[src/rtl/core/mst_k_clustering_distance_defines.svh]
// Assertion macros for the k-clustering spacing block.
// Used by the top level only; relies on clk_i and rst_ni in scope.
`ifndef MST_K_CLUSTERING_DISTANCE_DEFINES_SVH
`define MST_K_CLUSTERING_DISTANCE_DEFINES_SVH

// Same-cycle implication, disabled during reset.
`define MKC_ASSERT_NOW(lbl, ante, cons, msg) \
  lbl: assert property (@(posedge clk_i) disable iff (!rst_ni) (ante) |-> (cons)) \
    else $error(msg);

// Next-cycle implication, disabled during reset.
`define MKC_ASSERT_NEXT(lbl, ante, cons, msg) \
  lbl: assert property (@(posedge clk_i) disable iff (!rst_ni) (ante) |=> (cons)) \
    else $error(msg);

`endif

[src/rtl/core/mkc_pkg.sv]
// Shared types and constants of the k-clustering spacing block.
// No dependencies; used by every module of the block.
package mkc_pkg;

  localparam int unsigned KW        = 11;
  localparam int unsigned XW        = 16;
  localparam int unsigned SQ_OUT_W  = 34;
  localparam int unsigned FIX_OUT_W = 33;
  localparam int unsigned FRAC_BITS = 16;
  localparam logic [KW-1:0] K_RESET = 11'd2;
  localparam logic [KW-1:0] MIN_K   = 11'd2;

  typedef enum logic [4:0] {
    OP_NONE,
    OP_LOAD,
    OP_LOAD_LAST,
    OP_BAD,
    OP_PINIT,
    OP_RDNEW,
    OP_LATNEW,
    OP_RD,
    OP_DIFF,
    OP_SQ,
    OP_UPD,
    OP_ENDR,
    OP_SINIT,
    OP_CRD,
    OP_CLAT,
    OP_JRD,
    OP_JCMP,
    OP_CCHK,
    OP_SQRT,
    OP_OUT
  } mkc_op_e;

  typedef struct packed {
    mkc_op_e op;
  } cmd_t;

  typedef struct packed {
    logic bad_k;
    logic last_v;
    logic last_round;
    logic last_j;
    logic found;
    logic sqrt_done;
  } status_t;

  typedef struct packed {
    logic signed [XW-1:0] point_x;
    logic signed [XW-1:0] point_y;
    logic                 last_point;
  } in_t;

  typedef struct packed {
    logic [SQ_OUT_W-1:0]  squared_spacing;
    logic [FIX_OUT_W-1:0] spacing_fixed;
    logic                 bad_count;
  } out_t;

endpackage

[src/rtl/core/mkc_ctrl.sv]
// Sequencer of the k-clustering spacing block: loading, Prim rounds,
// order-statistic selection and square root. Depends on mkc_pkg.
module mkc_ctrl
  import mkc_pkg::*;
(
  input  logic    clk_i,
  input  logic    rst_ni,
  input  logic    in_valid_i,
  input  logic    last_point_i,
  input  logic    out_free_i,
  input  status_t status_i,
  output logic    in_ready_o,
  output cmd_t    cmd_o
);

  typedef enum logic [4:0] {
    S_IDLE, S_CHK, S_PINIT, S_RDNEW, S_LATNEW, S_RD, S_DIFF, S_SQ, S_UPD,
    S_ENDR, S_SINIT, S_CRD, S_CLAT, S_JRD, S_JCMP, S_CCHK, S_SQRT,
    S_SWAIT, S_DONE
  } state_e;

  state_e state_q;
  logic   in_fire;

  assign in_ready_o = (state_q == S_IDLE);
  assign in_fire    = in_valid_i && in_ready_o;

  always_ff @(posedge clk_i or negedge rst_ni) begin
    if (!rst_ni) begin
      state_q <= S_IDLE;
    end else begin
      unique case (state_q)
        S_IDLE:   if (in_fire && last_point_i) state_q <= S_CHK;
        S_CHK:    state_q <= status_i.bad_k ? S_SQRT : S_PINIT;
        S_PINIT:  state_q <= S_RDNEW;
        S_RDNEW:  state_q <= S_LATNEW;
        S_LATNEW: state_q <= S_RD;
        S_RD:     state_q <= S_DIFF;
        S_DIFF:   state_q <= S_SQ;
        S_SQ:     state_q <= S_UPD;
        S_UPD:    state_q <= status_i.last_v ? S_ENDR : S_RD;
        S_ENDR:   state_q <= status_i.last_round ? S_SINIT : S_RDNEW;
        S_SINIT:  state_q <= S_CRD;
        S_CRD:    state_q <= S_CLAT;
        S_CLAT:   state_q <= S_JRD;
        S_JRD:    state_q <= S_JCMP;
        S_JCMP:   state_q <= status_i.last_j ? S_CCHK : S_JRD;
        S_CCHK:   state_q <= status_i.found ? S_SQRT : S_CRD;
        S_SQRT:   state_q <= S_SWAIT;
        S_SWAIT:  if (status_i.sqrt_done) state_q <= S_DONE;
        S_DONE:   if (out_free_i) state_q <= S_IDLE;
        default:  state_q <= S_IDLE;
      endcase
    end
  end

  always_comb begin
    cmd_o.op = OP_NONE;
    unique case (state_q)
      S_IDLE:   if (in_fire) cmd_o.op = last_point_i ? OP_LOAD_LAST : OP_LOAD;
      S_CHK:    cmd_o.op = status_i.bad_k ? OP_BAD : OP_NONE;
      S_PINIT:  cmd_o.op = OP_PINIT;
      S_RDNEW:  cmd_o.op = OP_RDNEW;
      S_LATNEW: cmd_o.op = OP_LATNEW;
      S_RD:     cmd_o.op = OP_RD;
      S_DIFF:   cmd_o.op = OP_DIFF;
      S_SQ:     cmd_o.op = OP_SQ;
      S_UPD:    cmd_o.op = OP_UPD;
      S_ENDR:   cmd_o.op = OP_ENDR;
      S_SINIT:  cmd_o.op = OP_SINIT;
      S_CRD:    cmd_o.op = OP_CRD;
      S_CLAT:   cmd_o.op = OP_CLAT;
      S_JRD:    cmd_o.op = OP_JRD;
      S_JCMP:   cmd_o.op = OP_JCMP;
      S_CCHK:   cmd_o.op = OP_CCHK;
      S_SQRT:   cmd_o.op = OP_SQRT;
      S_SWAIT:  cmd_o.op = OP_NONE;
      S_DONE:   if (out_free_i) cmd_o.op = OP_OUT;
      default:  cmd_o.op = OP_NONE;
    endcase
  end

endmodule

[config.mk]
export PLATFORM = sky130hd
export DESIGN_NAME = mkc_ctrl
export DESIGN_NICKNAME = d
export VERILOG_FILES = /design/src/rtl/core/mst_k_clustering_distance_defines.svh /design/src/rtl/core/mkc_pkg.sv /design/src/rtl/core/mkc_ctrl.sv
export SDC_FILE = /design/constraint.sdc
export NUM_CORES = 1
export LEC_CHECK = 0
export ABC_CLOCK_PERIOD_IN_PS = 3700
export BUFFER_PORTS_ARGS = -buffer_cell sky130_fd_sc_hd__buf_2
export CORE_MARGIN = 2
export CORE_UTILIZATION = 30
export DETAILED_ROUTE_END_ITERATION = 10
export HOLD_SLACK_MARGIN = 0.12
export PLACE_DENSITY = 0.54
export SYNTH_ARGS = -nofsm -noshare
export SYNTH_HDL_FRONTEND = slang
export SYNTH_SLANG_ARGS = --single-unit
[constraint.sdc]
create_clock -name clk_i -period 3.7 [get_ports clk_i]
set_input_delay 0.185 -clock clk_i [delete_from_list [all_inputs] [get_ports clk_i]]
set_output_delay 0.185 -clock clk_i [all_outputs]
set_load 0.05 [all_outputs]
After elaboration in Yosys (flattened, before gate mapping)
Index checks and enable logic that the tools add are counted.
{"block": "op_classes", "reduce_logical": 4, "n_eq_ne": 21, "mux": 14}
{"op": "5-bit case mux with 19 select lines", "n": 1}
{"op": "5-bit case mux with 18 select lines", "n": 1}
{"op": "5-bit by 4-bit == test with 1-bit output, second input constant", "n": 8}
{"op": "5-bit 2-to-1 mux", "n": 6}
{"op": "5-bit by 3-bit == test with 1-bit output, second input constant", "n": 4}
{"op": "5-bit == test, second input constant", "n": 3}
{"op": "5-bit by 2-bit == test with 1-bit output, second input constant", "n": 2}
{"op": "2-bit 2-to-1 mux", "n": 4}
{"op": "4-bit 2-to-1 mux", "n": 2}
{"op": "5-bit by 1-bit == test with 1-bit output, second input constant", "n": 1}
{"op": "5-bit zero test", "n": 1}
{"op": "2-bit != test, second input constant", "n": 2}
{"op": "3-bit AND reduction", "n": 1}
{"op": "1-bit logical AND", "n": 2}
{"op": "2-bit by 1-bit != test with 1-bit output, second input constant", "n": 1}
{"block": "word_totals", "regBits": 5, "out_inout_bits": 6}

Depth between registers and ports, before layout
{"block": "depth", "word_depth": 5, "ltp_mapped": 6}

Worst setup path after synthesis
OpenSTA, ideal clock, no wires.
{"block": "synth_timing", "path_type": "reg-to-output", "startpoint": "register state_q[2]", "endpoint": "output cmd_o[0] (netlist bit)", "arrival_ps": 2114, "stages_incl_launch_ff": 5, "required_time_ps": 3515, "path_buffers": 0, "path_slack_ps": 1401, "cell_sequence": "dfrtp_1 -> or3_4 -> nor3_2 -> nand3b_1 -> o211ai_1"}
{"item": "start, declared", "line": "mkc_ctrl.sv:22", "text": "state_e state_q;"}
{"item": "start signal, assigned", "line": "mkc_ctrl.sv:34", "text": "S_CHK: state_q <= status_i.bad_k ? S_SQRT : S_PINIT;"}
{"item": "start signal, assigned", "line": "mkc_ctrl.sv:41", "text": "S_UPD: state_q <= status_i.last_v ? S_ENDR : S_RD;"}
{"item": "start signal, assigned", "line": "mkc_ctrl.sv:42", "text": "S_ENDR: state_q <= status_i.last_round ? S_SINIT : S_RDNEW;"}
{"item": "end, declared", "line": "mkc_ctrl.sv:13", "text": "output cmd_t cmd_o"}

==> impl_results.md <==
- Final setup TNS: 0 ns
- Post-Syn Area: about 560 sq um
- Post-CTS Hold Fix Bufs: 1
- Worst slew pin tran: 0.623 ns
- Hold endpoint: state_q[2]
- First-pass GRT wire length: 2040 um
- Router iterations before antenna repair: 4
- Share of layout cells above drive strength 1: 31.8%
- ANT nets after route: 0
- CP bufs+invs: 1
- Max_cap viols: 0
- CP Cell Sequence: or3_4 -> nor3_2 -> nand3b_1 -> o211ai_1 -> buf_2
- DR iter-0 viols: 7
- # diodes: 0
- # IOs: 17
- Number of gates resized after CTS: 0
- Final wirelength: 1280 um
- Synthesized instance count: 70
- Worst-path clk slew: 0.04 ns
- Worst endpoint required time: 3.51 ns
- Synth Area per Inst: 7.97 sq um
- Max-slew violation count: 0
- Row count: 15
- Worst clock skew: 0.000611 ns
- Delay-heaviest family, CP: simple AND/OR/NAND/NOR gates
- Final Hold Viols: 0
- Crit path DAT: ~1.9 ns
- Biggest regs: state_q x5
- Avg Vias per Cell: 5.05
- HP Class: primary input to flop
- Synth Register Bits: 5
- Slew headroom: 58.4%
- R2r setup slk: between 2 and 2.5 ns
- RR Endpoint: state_q[0]
- Wirelength per Cell: 11.7 um
- Max reg flops: 5
- Final net count: between 90 and 100
- CP startpoint kind: flop
- Remaining DRCs: 0
- Vias in the first global route: 446
- Kind of end point of the critical path: output port
- Placer Congestion: 0.771
- Post-CTS Setup Inserts: 0
- Status: finished clean
- Die height: roughly 47 um
- Clock buffer depth: 2
- R2r startpoint: state_q[4]
- RSZ-0062 raised after global routing: false
- Slowest-stage cell, CP: dfrtp_1
- Initial antenna violation count: 0
- FMAX: 484 MHz
- Register area share after synthesis: 22.4%
- Gr usage total: 12.8%
- Top reg by flops: state_q
- Initial Util: 32.0%
- TritonCTS clock tree: yes
- Crit-path max FO: 13
- Synth unique cells: 35
- IO Port Bufs: 16
- CTS sink cnt: 5
- Die X: around 47 um
- CTS H-Tree Depth: 1
- Cts bufs inserted: 3
- Post-route clock period utilization: between 50% and 60%
- Total core area: between 1500 and 2000 sq um
- Layout area overhead: 20.9%
- Yosys warns: 0
- Max incr delay on CP: 0.51 ns
- Worst Reg-to-Reg Cells: 4
- Mapped Nets: 81
- Post-DP HPWL: between 900 and 1000 um
- Hold depth: 3
- DR vias: 555
- Clk root buf: clkbuf_4
- Final setup vio count: 0
- Worst Path Class, Setup: flop to output port
- Die area: 2220 sq um
- Period minus WS final: 2.07 ns
- Largest net degree at the start of global routing: 22
- Worst-skew pair later-pin latency: about 0.23 ns
- Startpoint of the worst hold path: status_i[4]
- Grt ovf: 0
[Yosys cell counts]
library cell / instances / area share (%)
nor2_1: 8 / 5.4
a211o_2: 1 / 1.8
o21bai_1: 1 / 1.3
nor3_2: 2 / 3.6
o221a_2: 1 / 2.0
o22ai_1: 1 / 1.1
buf_4: 1 / 1.3
a21oi_1: 5 / 4.5
dfrtp_1: 5 / 22
buf_2: 4 / 3.6
a2bb2oi_1: 1 / 1.6
nand4b_1: 1 / 1.6
a211o_1: 2 / 3.1
xnor2_1: 2 / 3.1
o21ai_1: 1 / 0.90
nor4b_2: 1 / 2.7
a2111oi_0: 1 / 1.6
nor2b_1: 3 / 3.4
o21ai_0: 5 / 4.5
a211oi_1: 1 / 1.3
nand3b_1: 1 / 1.3
nor3b_2: 1 / 2.2
inv_1: 2 / 1.3
or4b_1: 2 / 3.6
o21bai_2: 1 / 2.0
or2_1: 1 / 1.1
o31ai_1: 2 / 2.7
nand2b_1: 2 / 2.2
nor4b_1: 1 / 1.6
o211ai_1: 1 / 1.3
a31oi_1: 1 / 1.1
or3_4: 1 / 2.0
xor2_1: 2 / 3.1
nand2_1: 4 / 2.7
clkbuf_1: 1 / 0.67
[placed cells by master (no fill, tap or decap), drive strengths merged, types with 2 or more instances in the layout]
cell	netlist	layout
o21bai	2	2
nor2b	3	3
a21oi	5	5
nand2	4	4
o31ai	2	2
nor2	8	8
inv	2	2
nor4b	2	2
xnor2	2	2
nor3	2	2
nand2b	2	2
dfrtp	5	5
o21ai	6	6
buf	5	16
clkbuf	1	4
xor2	2	2
a211o	3	3
or4b	2	2
[worst reg2reg max path, stage by stage (launching register included)]
cell and delay, ns:
dfrtp_1 0.63, nor4b_2 0.35, nor3b_2 0.30, a211o_2 0.18
o21bai_1 0.08
[cells by family (layout without fill, tap and decap cells)]
logic type             count (synthesis)  after routing  share of synthesized area (%)
buffers and inverters                  8             23                           6.95
flip-flops                             5              5                           22.4
AND/OR/NAND/NOR                       28             28                           33.4
XOR/XNOR                               4              4                           6.28
AO/OA/AOI/OAI                         25             25                           30.9
[metal layers]
layer	GRT usage (%)	wire length, um
met3	1.15	63
met1	19.1	657
met4	6.67	0
met5	0	0
met2	18.1	562
[per-stage QoR]
| stage | hold WS (ns) | area, sq um | cells | util (%) | worst slack [ns] |
|---|---|---|---|---|---|
| after floorplan | -0.111 | 558 | 70 | - | 1.40 |
| after global placement | 0.00270 | 638 | 105 | 36.6 | 1.90 |
| after detailed placement | 0.00365 | 638 | 105 | 36.6 | 1.88 |
| after CTS | 0.246 | 674 | 110 | 38.6 | 1.62 |
| after global routing | 0.277 | 674 | 110 | 38.6 | 1.40 |
| final | 0.251 | 674 | 110 | 38.6 | 1.63 |
[layout make-up]
| class | count | area [sq um] |
|---|---|---|
| clock buffer | 4 | 26.3 |
| fill | 200 | 1070 |
| inverter | 2 | 7.51 |
| multi-input combinational | 57 | 394 |
| sequential | 5 | 125 |
| tap | 25 | 31.3 |
| timing repair buffer | 17 | 90.1 |
[how the worst max path moves through the flow]
stage,to,cells after the start,startpoint,slack [ns]
3_3_place_gp,cmd_o[0],5,state_q[2],1.90
5_1_grt,cmd_o[1],4,state_q[0],1.40
3_5_place_dp,cmd_o[0],5,state_q[2],1.88
6_report,cmd_o[0],5,state_q[2],1.63
2_1_floorplan,cmd_o[0],4,state_q[2],1.40
4_1_cts,cmd_o[0],5,state_q[2],1.62
Power is not shown: default switching activity piles up to over one toggle a cycle in this logic, so the estimate is an artifact.
